## src/sv/arik_pkg.sv

```systemverilog
// Shared types, codes and constants of the arm reach inverse kinematics block.
package arik_pkg;

  localparam logic [1:0] STATUS_OK   = 2'd0;
  localparam logic [1:0] STATUS_HIGH = 2'd1;
  localparam logic [1:0] STATUS_LOW  = 2'd2;

  localparam logic [1:0] REGION_ABOVE = 2'd0;
  localparam logic [1:0] REGION_MID   = 2'd1;
  localparam logic [1:0] REGION_BELOW = 2'd2;

  localparam logic [0:0] REG_MIN_GRASP = 1'd0;
  localparam logic [0:0] REG_MAX_GRASP = 1'd1;

  // Arm geometry in 0.1 mm units.
  localparam logic signed [19:0] ELBOW_Z    = 20'sd6700;
  localparam logic signed [19:0] ELBOW_LOW  = 20'sd5460;
  localparam logic signed [19:0] SHOULDER_Z = 20'sd5220;
  localparam logic signed [19:0] WRIST_LOW  = 20'sd4980;
  localparam logic signed [19:0] FOREARM    = 20'sd1500;
  localparam logic [21:0]        FOREARM_SQ = 22'd2250000;
  localparam logic signed [12:0] BASE_REACH = 13'sd1460;

  localparam int QUEUE_DEPTH = 4;
  localparam int SQRT_IN_W   = 54;
  localparam int SQRT_ROOT_W = SQRT_IN_W / 2;
  localparam int CORDIC_W    = 38;
  localparam int ANGLE_W     = 34;

  localparam logic signed [ANGLE_W-1:0] Q30_PI      = 34'sd3373259426;
  localparam longint                    Q30_HALF_PI = 64'sd1686629713;

  localparam logic [29:0] ATAN_Q30 [24] = '{
    30'd843314857, 30'd497837829, 30'd263043837, 30'd133525159, 30'd67021687,
    30'd33543516,  30'd16775851,  30'd8388437,   30'd4194283,   30'd2097149,
    30'd1048576,   30'd524288,    30'd262144,    30'd131072,    30'd65536,
    30'd32768,     30'd16384,     30'd8192,      30'd4096,      30'd2048,
    30'd1024,      30'd512,       30'd256,       30'd128
  };

  typedef struct packed {
    logic [1:0]         status;
    logic [1:0]         region;
    logic signed [11:0] d;
    logic signed [19:0] x;
    logic signed [19:0] y;
  } arik_item_t;

endpackage

```

## src/sv/arik_front.sv

```systemverilog
// Front end: adds the offset, checks the grasp limits and picks the height region.
module arik_front (
  input  logic                    in_valid_i,
  output logic                    in_ready_o,
  input  logic [18:0]             target_x_i,
  input  logic [18:0]             target_y_i,
  input  logic [18:0]             target_z_i,
  input  logic [18:0]             offset_x_i,
  input  logic [18:0]             offset_y_i,
  input  logic [18:0]             offset_z_i,
  input  logic [14:0]             min_grasp_i,
  input  logic [14:0]             max_grasp_i,
  input  logic                    full_i,
  output logic                    push_o,
  output arik_pkg::arik_item_t    item_o
);
  import arik_pkg::*;

  logic signed [19:0] x, y, z, diff;

  assign x = $signed({target_x_i[18], target_x_i}) + $signed({offset_x_i[18], offset_x_i});
  assign y = $signed({target_y_i[18], target_y_i}) + $signed({offset_y_i[18], offset_y_i});
  assign z = $signed({target_z_i[18], target_z_i}) + $signed({offset_z_i[18], offset_z_i});

  assign in_ready_o = !full_i;
  assign push_o     = in_valid_i && !full_i;

  always_comb begin
    item_o = '0;
    item_o.x = x;
    item_o.y = y;
    if (z > $signed({5'b0, max_grasp_i})) begin
      item_o.status = STATUS_HIGH;
    end else if (z < $signed({5'b0, min_grasp_i})) begin
      item_o.status = STATUS_LOW;
    end else begin
      item_o.status = STATUS_OK;
    end
    if (z > ELBOW_LOW) begin
      item_o.region = REGION_ABOVE;
      diff = z - ELBOW_Z;
    end else if (z >= SHOULDER_Z) begin
      item_o.region = REGION_MID;
      diff = ELBOW_Z - z;
    end else begin
      item_o.region = REGION_BELOW;
      diff = WRIST_LOW - z;
    end
    // The height offset never exceeds the forearm length.
    if (diff > FOREARM) begin
      item_o.d = FOREARM[11:0];
    end else if (diff < -FOREARM) begin
      item_o.d = 12'(-FOREARM);
    end else begin
      item_o.d = diff[11:0];
    end
  end

endmodule

```

## config.mk

```make
export PLATFORM = sky130hd
export DESIGN_NAME = arik_front
export DESIGN_NICKNAME = d
export VERILOG_FILES = /design/src/sv/arik_pkg.sv /design/src/sv/arik_front.sv
export SDC_FILE = /design/constraint.sdc
export NUM_CORES = 1
export LEC_CHECK = 0
export BUFFER_PORTS_ARGS = -buffer_cell sky130_fd_sc_hd__buf_2
export CAP_MARGIN = 25
export CELL_PAD_IN_SITES_DETAIL_PLACEMENT = 1
export CELL_PAD_IN_SITES_GLOBAL_PLACEMENT = 1
export CORE_MARGIN = 2
export CORE_UTILIZATION = 38
export DETAILED_ROUTE_END_ITERATION = 16
export GPL_TIMING_DRIVEN = 0
export PLACE_DENSITY = 0.91
export RECOVER_POWER = 25
export SLEW_MARGIN = 20
export SYNTH_ARGS = -nofsm -noshare
export SYNTH_HDL_FRONTEND = slang
export SYNTH_SLANG_ARGS = --single-unit
export TNS_END_PERCENT = 1
```

## constraint.sdc

```tcl
create_clock -name vclk -period 13.4
set_clock_uncertainty 0.2 [all_clocks]
set_input_delay 1.34 -clock vclk [all_inputs]
set_output_delay 1.34 -clock vclk [all_outputs]
set_load 0.02 [all_outputs]
```

==> results.yml <==
outcome:
  run_status: "complete, no violations"
die:
  fp-row-count: 42
  core-area_sq_mm: 0.0133
  die_height_microns: 121
  die_w_microns: 121
  start_util: 0.391
  dieArea_sq_mm: 0.0147
  pin_count: 204
routing:
  vias: 6614
  wl_met3_mm: 1.33
  wl_met1_mm: 8.14
  wl_mm: 19.6
  highest_layer: "met4"
  wire_per_inst_microns: 17.1
  drtIter0Drc: 257
  antenna_left: 0
  vias_per_cell: 5.77
  drtPass1Iterations: 5
  wl_met2_mm: 9.63
  drc: 0
timing:
  whs_ns: 2.75
  slew_headroom: 0.403
  setup_slack_ns: 2.85
  slew_viol_final: 0
  fmaxAchievable_ghz: 0.0948
  hold_viol: 0
  setup_tns_ns: 0
  post-route-period-util: 0.787
  finalSetupViolCount: 0
  rsz0062_at_grt: "no"
  tightest_slew_ns: 0.885
  min_period_ns: 10.55
critical_path:
  crit_buf_inv: 6
  cp_slowest_cell: "or4_4"
  worstSetupPathType: "input pin to primary output"
  worstSetupStartpointType: "input pin"
  worst_path_largest_cell_delay_ns: 0.58
  critical_path.max_fanout: 10
  cp-end-kind: "primary output"
  crit_family: "compound AO/OA/AOI/OAI gates"
  arrival_ns: 9.01
  worstPathRequired_ns: 11.86
place:
  port_buffers: 204
  dp.cells: 1144
  dp_slack_ns: 2.93
  dpl_cell_area_sq_mm: 0.00646
  gp_congestion: 0.941
  dp_hpwl_mm: 17.1
worst_hold_path:
  min_to: "in_ready_o"
  hold_depth: 3
  worstHoldStart: "full_i"
  hold_path_class: "input pin to primary output"
synthesis:
  yosys-top-cells-area: "ha_1 22%, xnor2_1 7.4%, inv_1 5.8%"
  syn_inst: 764
  yosys_warnings: 0
  synth_area_sq_mm: 0.00522
  synth.yosys.seq_area_share: 0
  synth_top_area_frac: 0.220
  synth_top_cell_by_area: "ha_1"
  synth_nets: 1005
  synth_cell_types: 85
  syn_avg_cell_area_sq_um: 6.83
layout:
  regArea_sq_um: 0
  final_cells: 1146
  final_layout_size_suffix_gt1_frac: 0.233
  seq_cell_count: 0
  utilization: 0.483
  n_fill_cell: 1855
  nets: 1211
  final_area_sq_mm: 0.00645
  final.clkbuf_count: 0
  areaGrowthSynthToFinish_pct: 23.5
run:
  maxCapViolations: 0
global_routing:
  grt_max_degree: 12
  grt_pass1_vias: 6693
  grt_pass1_wl_mm: 30.9
  antenna_found_initial: 2
  track_usage: 0.252
  grt-ovfl-total: 0
power:
  ir_drop_uv: 31.1
  power.total_mw: 0.545
  p_per_area_mw_per_mm2: 84.4
  total_leakage_power_nw: 3.21
cts:
  ctsHoldBuffers: 0
  cts_repair_resize_count: 0
  post-cts-setup-buffer-count: 0
==> per-layer routing <==
metal,up-vias,track usage
li1,3236,-
met4,0,0.0632
met3,40,0.0343
met5,-,0
met2,230,0.483
met1,3108,0.291
==> power breakdown <==
group / internal (mW) / switching (mW) / total, mW
Sequential: 0 / 0 / 0
Combinational: 0.204 / 0.340 / 0.545
Clock: 0.0000000200 / 0 / 0.0000000200
Total: 0.204 / 0.340 / 0.545
==> cell families (layout without fill, tap and decap cells) <==
logic type | Yosys count | in the layout | synth area share
AND/OR/NAND/NOR | 238 | 238 | 0.228
XOR/XNOR | 53 | 53 | 0.0925
multiplexers | 4 | 4 | 0.00815
buffers and inverters | 106 | 310 | 0.0812
AO/OA/AOI/OAI | 267 | 267 | 0.357
adder cells (fa/ha/maj) | 96 | 96 | 0.234
other | 0 | 2 | 0
==> synth_stat cells, types with 8 or more instances <==
library cell,instances
o31ai_1,9
a31oi_1,12
clkbuf_1,12
a21oi_1,57
nor2_1,74
xnor2_1,44
o21ai_0,51
ha_1,92
and2_1,11
inv_1,81
nor3_1,18
nand2_1,48
a211oi_1,10
xor2_1,8
a21boi_0,10
nand2b_1,9
nor2b_1,10
o211ai_1,10
nand3_1,24
o21a_1,8
a21o_1,19
==> layout by cell type, fill, tap and decap left out, types with 11 or more instances in the layout <==
master and n:
buf_2 195, ha_1 92, inv_1 81, nor2_1 74, a21oi_1 57, o21ai_0 51, nand2_1 48, xnor2_1 44
clkbuf_1 26, nand3_1 24, a21o_1 19, nor3_1 18, a31oi_1 12, and2_1 11
==> how the worst max path moves through the flow <==
stage / start / end / depth (start not counted)
6_report: target_z_i[0] / item_o[41] / 29
5_1_grt: target_z_i[0] / item_o[41] / 29
4_1_cts: target_z_i[0] / item_o[41] / 29
3_5_place_dp: target_z_i[0] / item_o[41] / 29
3_3_place_gp: target_z_i[0] / item_o[41] / 29
2_1_floorplan: target_z_i[0] / item_o[41] / 27
==> layout make-up <==
| type | instances | area (sq um) | share of cell area |
|---|---|---|---|
| inverter | 85 | 319 | 0.0495 |
| timing repair buffer | 204 | 1000 | 0.156 |
| buffer | 21 | 105 | 0.0163 |
| antenna | 2 | 5.00 | 0.000776 |
| tap | 176 | 220 | 0.0341 |
| multi-input combinational | 658 | 4800 | 0.744 |
No activity file was read; power rests on OpenSTA's default activity.
