[src/sv/arik_pkg.sv]
// Shared types, codes and constants of the arm reach inverse kinematics block.
package arik_pkg;

  localparam logic [1:0] STATUS_OK   = 2'd0;
  localparam logic [1:0] STATUS_HIGH = 2'd1;
  localparam logic [1:0] STATUS_LOW  = 2'd2;

  localparam logic [1:0] REGION_ABOVE = 2'd0;
  localparam logic [1:0] REGION_MID   = 2'd1;
  localparam logic [1:0] REGION_BELOW = 2'd2;

  localparam logic [0:0] REG_MIN_GRASP = 1'd0;
  localparam logic [0:0] REG_MAX_GRASP = 1'd1;

  // Arm geometry in 0.1 mm units.
  localparam logic signed [19:0] ELBOW_Z    = 20'sd6700;
  localparam logic signed [19:0] ELBOW_LOW  = 20'sd5460;
  localparam logic signed [19:0] SHOULDER_Z = 20'sd5220;
  localparam logic signed [19:0] WRIST_LOW  = 20'sd4980;
  localparam logic signed [19:0] FOREARM    = 20'sd1500;
  localparam logic [21:0]        FOREARM_SQ = 22'd2250000;
  localparam logic signed [12:0] BASE_REACH = 13'sd1460;

  localparam int QUEUE_DEPTH = 4;
  localparam int SQRT_IN_W   = 54;
  localparam int SQRT_ROOT_W = SQRT_IN_W / 2;
  localparam int CORDIC_W    = 38;
  localparam int ANGLE_W     = 34;

  localparam logic signed [ANGLE_W-1:0] Q30_PI      = 34'sd3373259426;
  localparam longint                    Q30_HALF_PI = 64'sd1686629713;

  localparam logic [29:0] ATAN_Q30 [24] = '{
    30'd843314857, 30'd497837829, 30'd263043837, 30'd133525159, 30'd67021687,
    30'd33543516,  30'd16775851,  30'd8388437,   30'd4194283,   30'd2097149,
    30'd1048576,   30'd524288,    30'd262144,    30'd131072,    30'd65536,
    30'd32768,     30'd16384,     30'd8192,      30'd4096,      30'd2048,
    30'd1024,      30'd512,       30'd256,       30'd128
  };

  typedef struct packed {
    logic [1:0]         status;
    logic [1:0]         region;
    logic signed [11:0] d;
    logic signed [19:0] x;
    logic signed [19:0] y;
  } arik_item_t;

endpackage

[src/sv/arik_fifo.sv]
// Short queue of classified items between the front end and the solver.
module arik_fifo (
  input  logic                 clk_i,
  input  logic                 rst_ni,
  input  logic                 push_i,
  input  arik_pkg::arik_item_t item_i,
  output logic                 full_o,
  input  logic                 pop_i,
  output logic                 empty_o,
  output arik_pkg::arik_item_t item_o
);
  import arik_pkg::*;

  localparam int PtrW = $clog2(QUEUE_DEPTH);

  arik_item_t      mem_q [QUEUE_DEPTH];
  logic [PtrW-1:0] wr_ptr_q, rd_ptr_q;
  logic [PtrW:0]   count_q;

  assign full_o  = (count_q == (PtrW+1)'(QUEUE_DEPTH));
  assign empty_o = (count_q == '0);
  assign item_o  = mem_q[rd_ptr_q];

  always_ff @(posedge clk_i or negedge rst_ni) begin
    if (!rst_ni) begin
      wr_ptr_q <= '0;
      rd_ptr_q <= '0;
      count_q  <= '0;
    end else begin
      if (push_i) begin
        wr_ptr_q <= wr_ptr_q + 1'b1;
      end
      if (pop_i) begin
        rd_ptr_q <= rd_ptr_q + 1'b1;
      end
      if (push_i && !pop_i) begin
        count_q <= count_q + 1'b1;
      end else if (pop_i && !push_i) begin
        count_q <= count_q - 1'b1;
      end
    end
  end

  always_ff @(posedge clk_i) begin
    if (push_i) begin
      mem_q[wr_ptr_q] <= item_i;
    end
  end

endmodule

[config.mk]
export PLATFORM = sky130hd
export DESIGN_NAME = arik_fifo
export DESIGN_NICKNAME = d
export VERILOG_FILES = /design/src/sv/arik_pkg.sv /design/src/sv/arik_fifo.sv
export SDC_FILE = /design/constraint.sdc
export NUM_CORES = 1
export LEC_CHECK = 0
export BUFFER_PORTS_ARGS = -buffer_cell sky130_fd_sc_hd__buf_4
export CAP_MARGIN = 25
export CORE_MARGIN = 4
export CORE_UTILIZATION = 57
export DETAILED_ROUTE_END_ITERATION = 12
export GPL_TIMING_DRIVEN = 0
export PLACE_DENSITY_LB_ADDON = 0.3
export SLEW_MARGIN = 15
export SYNTH_ARGS = -nofsm -noshare
export SYNTH_HDL_FRONTEND = slang
export SYNTH_SLANG_ARGS = --single-unit
[constraint.sdc]
create_clock -name clk_i -period 3.1 [get_ports clk_i]
set_input_delay 0.93 -clock clk_i [delete_from_list [all_inputs] [get_ports clk_i]]
set_output_delay 0.93 -clock clk_i [all_outputs]
set_load 0.005 [all_outputs]
==> flow_summary.yaml <==
clock_network:
  insertion_delay_ns: 0.48
  clock-root-buffer: "clkbuf_16"
  cts_buffers: 23
  ctsLongestPathBuffers: 3
  cts.repair.resized: 0
  hold_buffers: 0
  cts_sinks: 231
  htreeDepth: 1
  post_cts_buffers: 0
  cts_tree: "built"
  clkSlewWorstSetupHoldPaths_ns: 0.06
critical_path:
  crit_top_cell: "buf_2"
  critical_path.max_stage_delay_ns: 0.37
  r2r_start: "wr_ptr_q[0]"
  path_buf_inv: 3
  r2r_cells: 4
  crit_path_max_fanout: 10
  reg2reg_slack_ns: 1.37
  path_cells: "buf_2 -> buf_2 -> mux4_2 -> buf_4"
  worstSetupPathType: "reg2out"
  arrival_ns: 1.99
  reg2reg_to: "mem_q[0][5]"
  start_kind: "register"
  cpLargestDelayFamily: "buffers and inverters"
  required_ns: 2.17
  end_kind: "output pin"
  cpMaxStageDelayCell: "mux4_2"
route:
  drtIter0Drc: 228
  antenna_left: 0
  drt_first_pass_iters: 4
  routed_wl_um: 14700
  via_per_inst: 5.62
  remaining_drc_errors: 0
  wire_per_inst_um: 21.8
  vias: 3780
grt:
  grtUsageMet3: 0.0372
  grt_pass1_wl_um: 22300
  grtUsageTotal: 0.178
  grtUsageMet2: 0.302
  busiest_layer: "met2"
  grtUsageMet1: 0.239
  grt_overflow: 0
  grt_max_degree: 33
  grt_pass1_vias: 4028
  antenna_found_initial: 0
floorplan:
  die_height_um: 130
  rows: 44
  fp.dieW_um: 130
  core_area_um2: 14600
  io_pins: 118
  start_util: 0.583
  fp.dieArea_um2: 16900
timing:
  fmax_mhz: 343
  fin_tns_setup_ns: 0
  fin_crit_ns: 2.92
  fin_hold_ws_ns: 0.249
  period_share: 0.942
  slew_violations: 0
  timing.final.ws_setup_ns: 0.181
  relSlewSlack: 0.554
  setup_viol: 0
  tightest_slew_ns: 0.670
  rsz0062_at_grt: "no"
  fin_skew_ns: 0.00579
  final_hold_viol_count: 0
power:
  cellPowerDensity_nw_per_um2: 924
  seqPwrFrac: 0.443
  leakagePower_nw: 3.59
  vdd_drop_max_uv: 623
  power.total_mw: 9.57
  sw_frac_of_total: 0.260
  power_frac_clock: 0.249
  p_sw_mw: 2.48
  p_comb_frac: 0.308
  p_int_mw: 7.08
place:
  place_congestion: 0.653
  dp_hpwl_um: 8980
  post-place-ws_ns: 0.641
  placed_area_um2: 9700
  dpl.cell_count: 632
  io_buffers: 117
run_status:
  status: "finished, final reports clean"
synthesis:
  syn_inst: 327
  synth_nets: 393
  syn_avg_cell_area_um2: 26.0
  ys_warn_count: 0
  seq_area_frac_synth: 0.812
  netlist_area_um2: 8500
  synth_seq_cells: 231
  synth_cell_type_count: 20
layout:
  multiInputGateArea_um2: 1470
  fillerInstances: 859
  n_antenna_cell: 0
  area_delta_synth_final_pct: 21.8
  nets: 539
  postLayoutCellArea_um2: 10300
  seqCellArea_um2: 6900
  finalNonFillerCells: 673
  drive_above_1_share: 0.450
  postLayoutCoreUtil: 0.709
min_path:
  hold_class: "in2async"
flow_run:
  maxCapViolCount: 0
## layout by cell type (no fill, tap or decap)
| cell | n |
|---|---|
| clkinvlp_4 | 1 |
| clkbuf_16 | 23 |
| clkinv_2 | 3 |
| buf_12 | 7 |
| clkbuf_1 | 11 |
| edfxtp_1 | 224 |
| mux4_2 | 56 |
| dfrtp_1 | 7 |
| nand2_1 | 2 |
| fa_1 | 1 |
| xnor2_1 | 2 |
| mux2_2 | 1 |
| buf_6 | 1 |
| nor3_1 | 1 |
| ha_1 | 5 |
| clkinv_1 | 5 |
| nor3b_1 | 1 |
| xor2_1 | 4 |
| nor2_1 | 1 |
| buf_4 | 120 |
| inv_1 | 4 |
| o21ai_0 | 1 |
| and2_4 | 4 |
| buf_2 | 4 |
## cell usage after synthesis
master    instances  area (um2)
mux4_2           56        1260
inv_1             4        15.0
and2_1            4        25.0
dfrtp_1           7         175
xnor2_1           2        17.5
o21ai_0           1        5.00
nor3b_1           1        7.51
fa_1              1        20.0
buf_6             1        11.3
buf_4             3        22.5
ha_1              5        62.6
nor2_1            1        3.75
buf_2             4        20.0
mux2_2            1        11.3
nand2_1           2        7.51
xor2_1            4        35.0
edfxtp_1        224        6730
clkbuf_1          2        7.51
nor3_1            1        5.00
buf_12            3        60.1
## how the worst max path moves through the flow
stage | slack [ns] | cells after the start | startpoint | to
global placement | -0.74 | 2 | push_i | mem_q[1][9]
global route | 0.03 | 4 | rd_ptr_q[1] | item_o[22]
floorplan | 0.42 | 1 | push_i | mem_q[1][0]
CTS | 0.11 | 4 | rd_ptr_q[1] | item_o[22]
detailed placement | 0.64 | 4 | rd_ptr_q[1] | item_o[4]
finish | 0.18 | 4 | rd_ptr_q[1] | item_o[22]
## power groups by stage
stage | Sequential [mW] | Combinational, mW | Clock (mW)
floorplan | 4.28 | 1.67 | 0
global placement | 4.32 | 2.90 | 0
detailed placement | 4.30 | 3.01 | 0
CTS | 4.25 | 3.04 | 2.44
global route | 4.28 | 3.18 | 2.59
finish | 4.24 | 2.94 | 2.38
## state kept, by name (all words and copies together), names as in the netlist
| name | count |
|---|---|
| count_q | 3 |
| wr_ptr_q | 2 |
| rd_ptr_q | 2 |
| mem_q | 224 |
## layout make-up
| class | instances | share of cell area |
|---|---|---|
| inverter | 4 | 0.00145 |
| tap | 184 | 0.0222 |
| sequential | 231 | 0.667 |
| clock inverter | 9 | 0.00399 |
| multi-input combinational | 79 | 0.142 |
| buffer | 13 | 0.0117 |
| clock buffer | 32 | 0.0589 |
| timing repair buffer | 121 | 0.0926 |
## cells by family after synthesis
group	Yosys count	share of synthesized area
adder cells (fa/ha/maj)	6	0.00972
XOR/XNOR	6	0.00618
buffers and inverters	17	0.0160
AND/OR/NAND/NOR	9	0.00574
multiplexers	57	0.150
AO/OA/AOI/OAI	1	0.000588
flip-flops	231	0.812
## per-layer routing
layer  vias to the layer above  routed length, um  share of wire
met5                         -                  0              0
met4                         0                321          0.022
met3                        24                923          0.063
met2                       118               7760           0.53
met1                      1961               5670           0.39
li1                       1677                  -              -
Note: power is estimated with default switching activity, not from simulation.
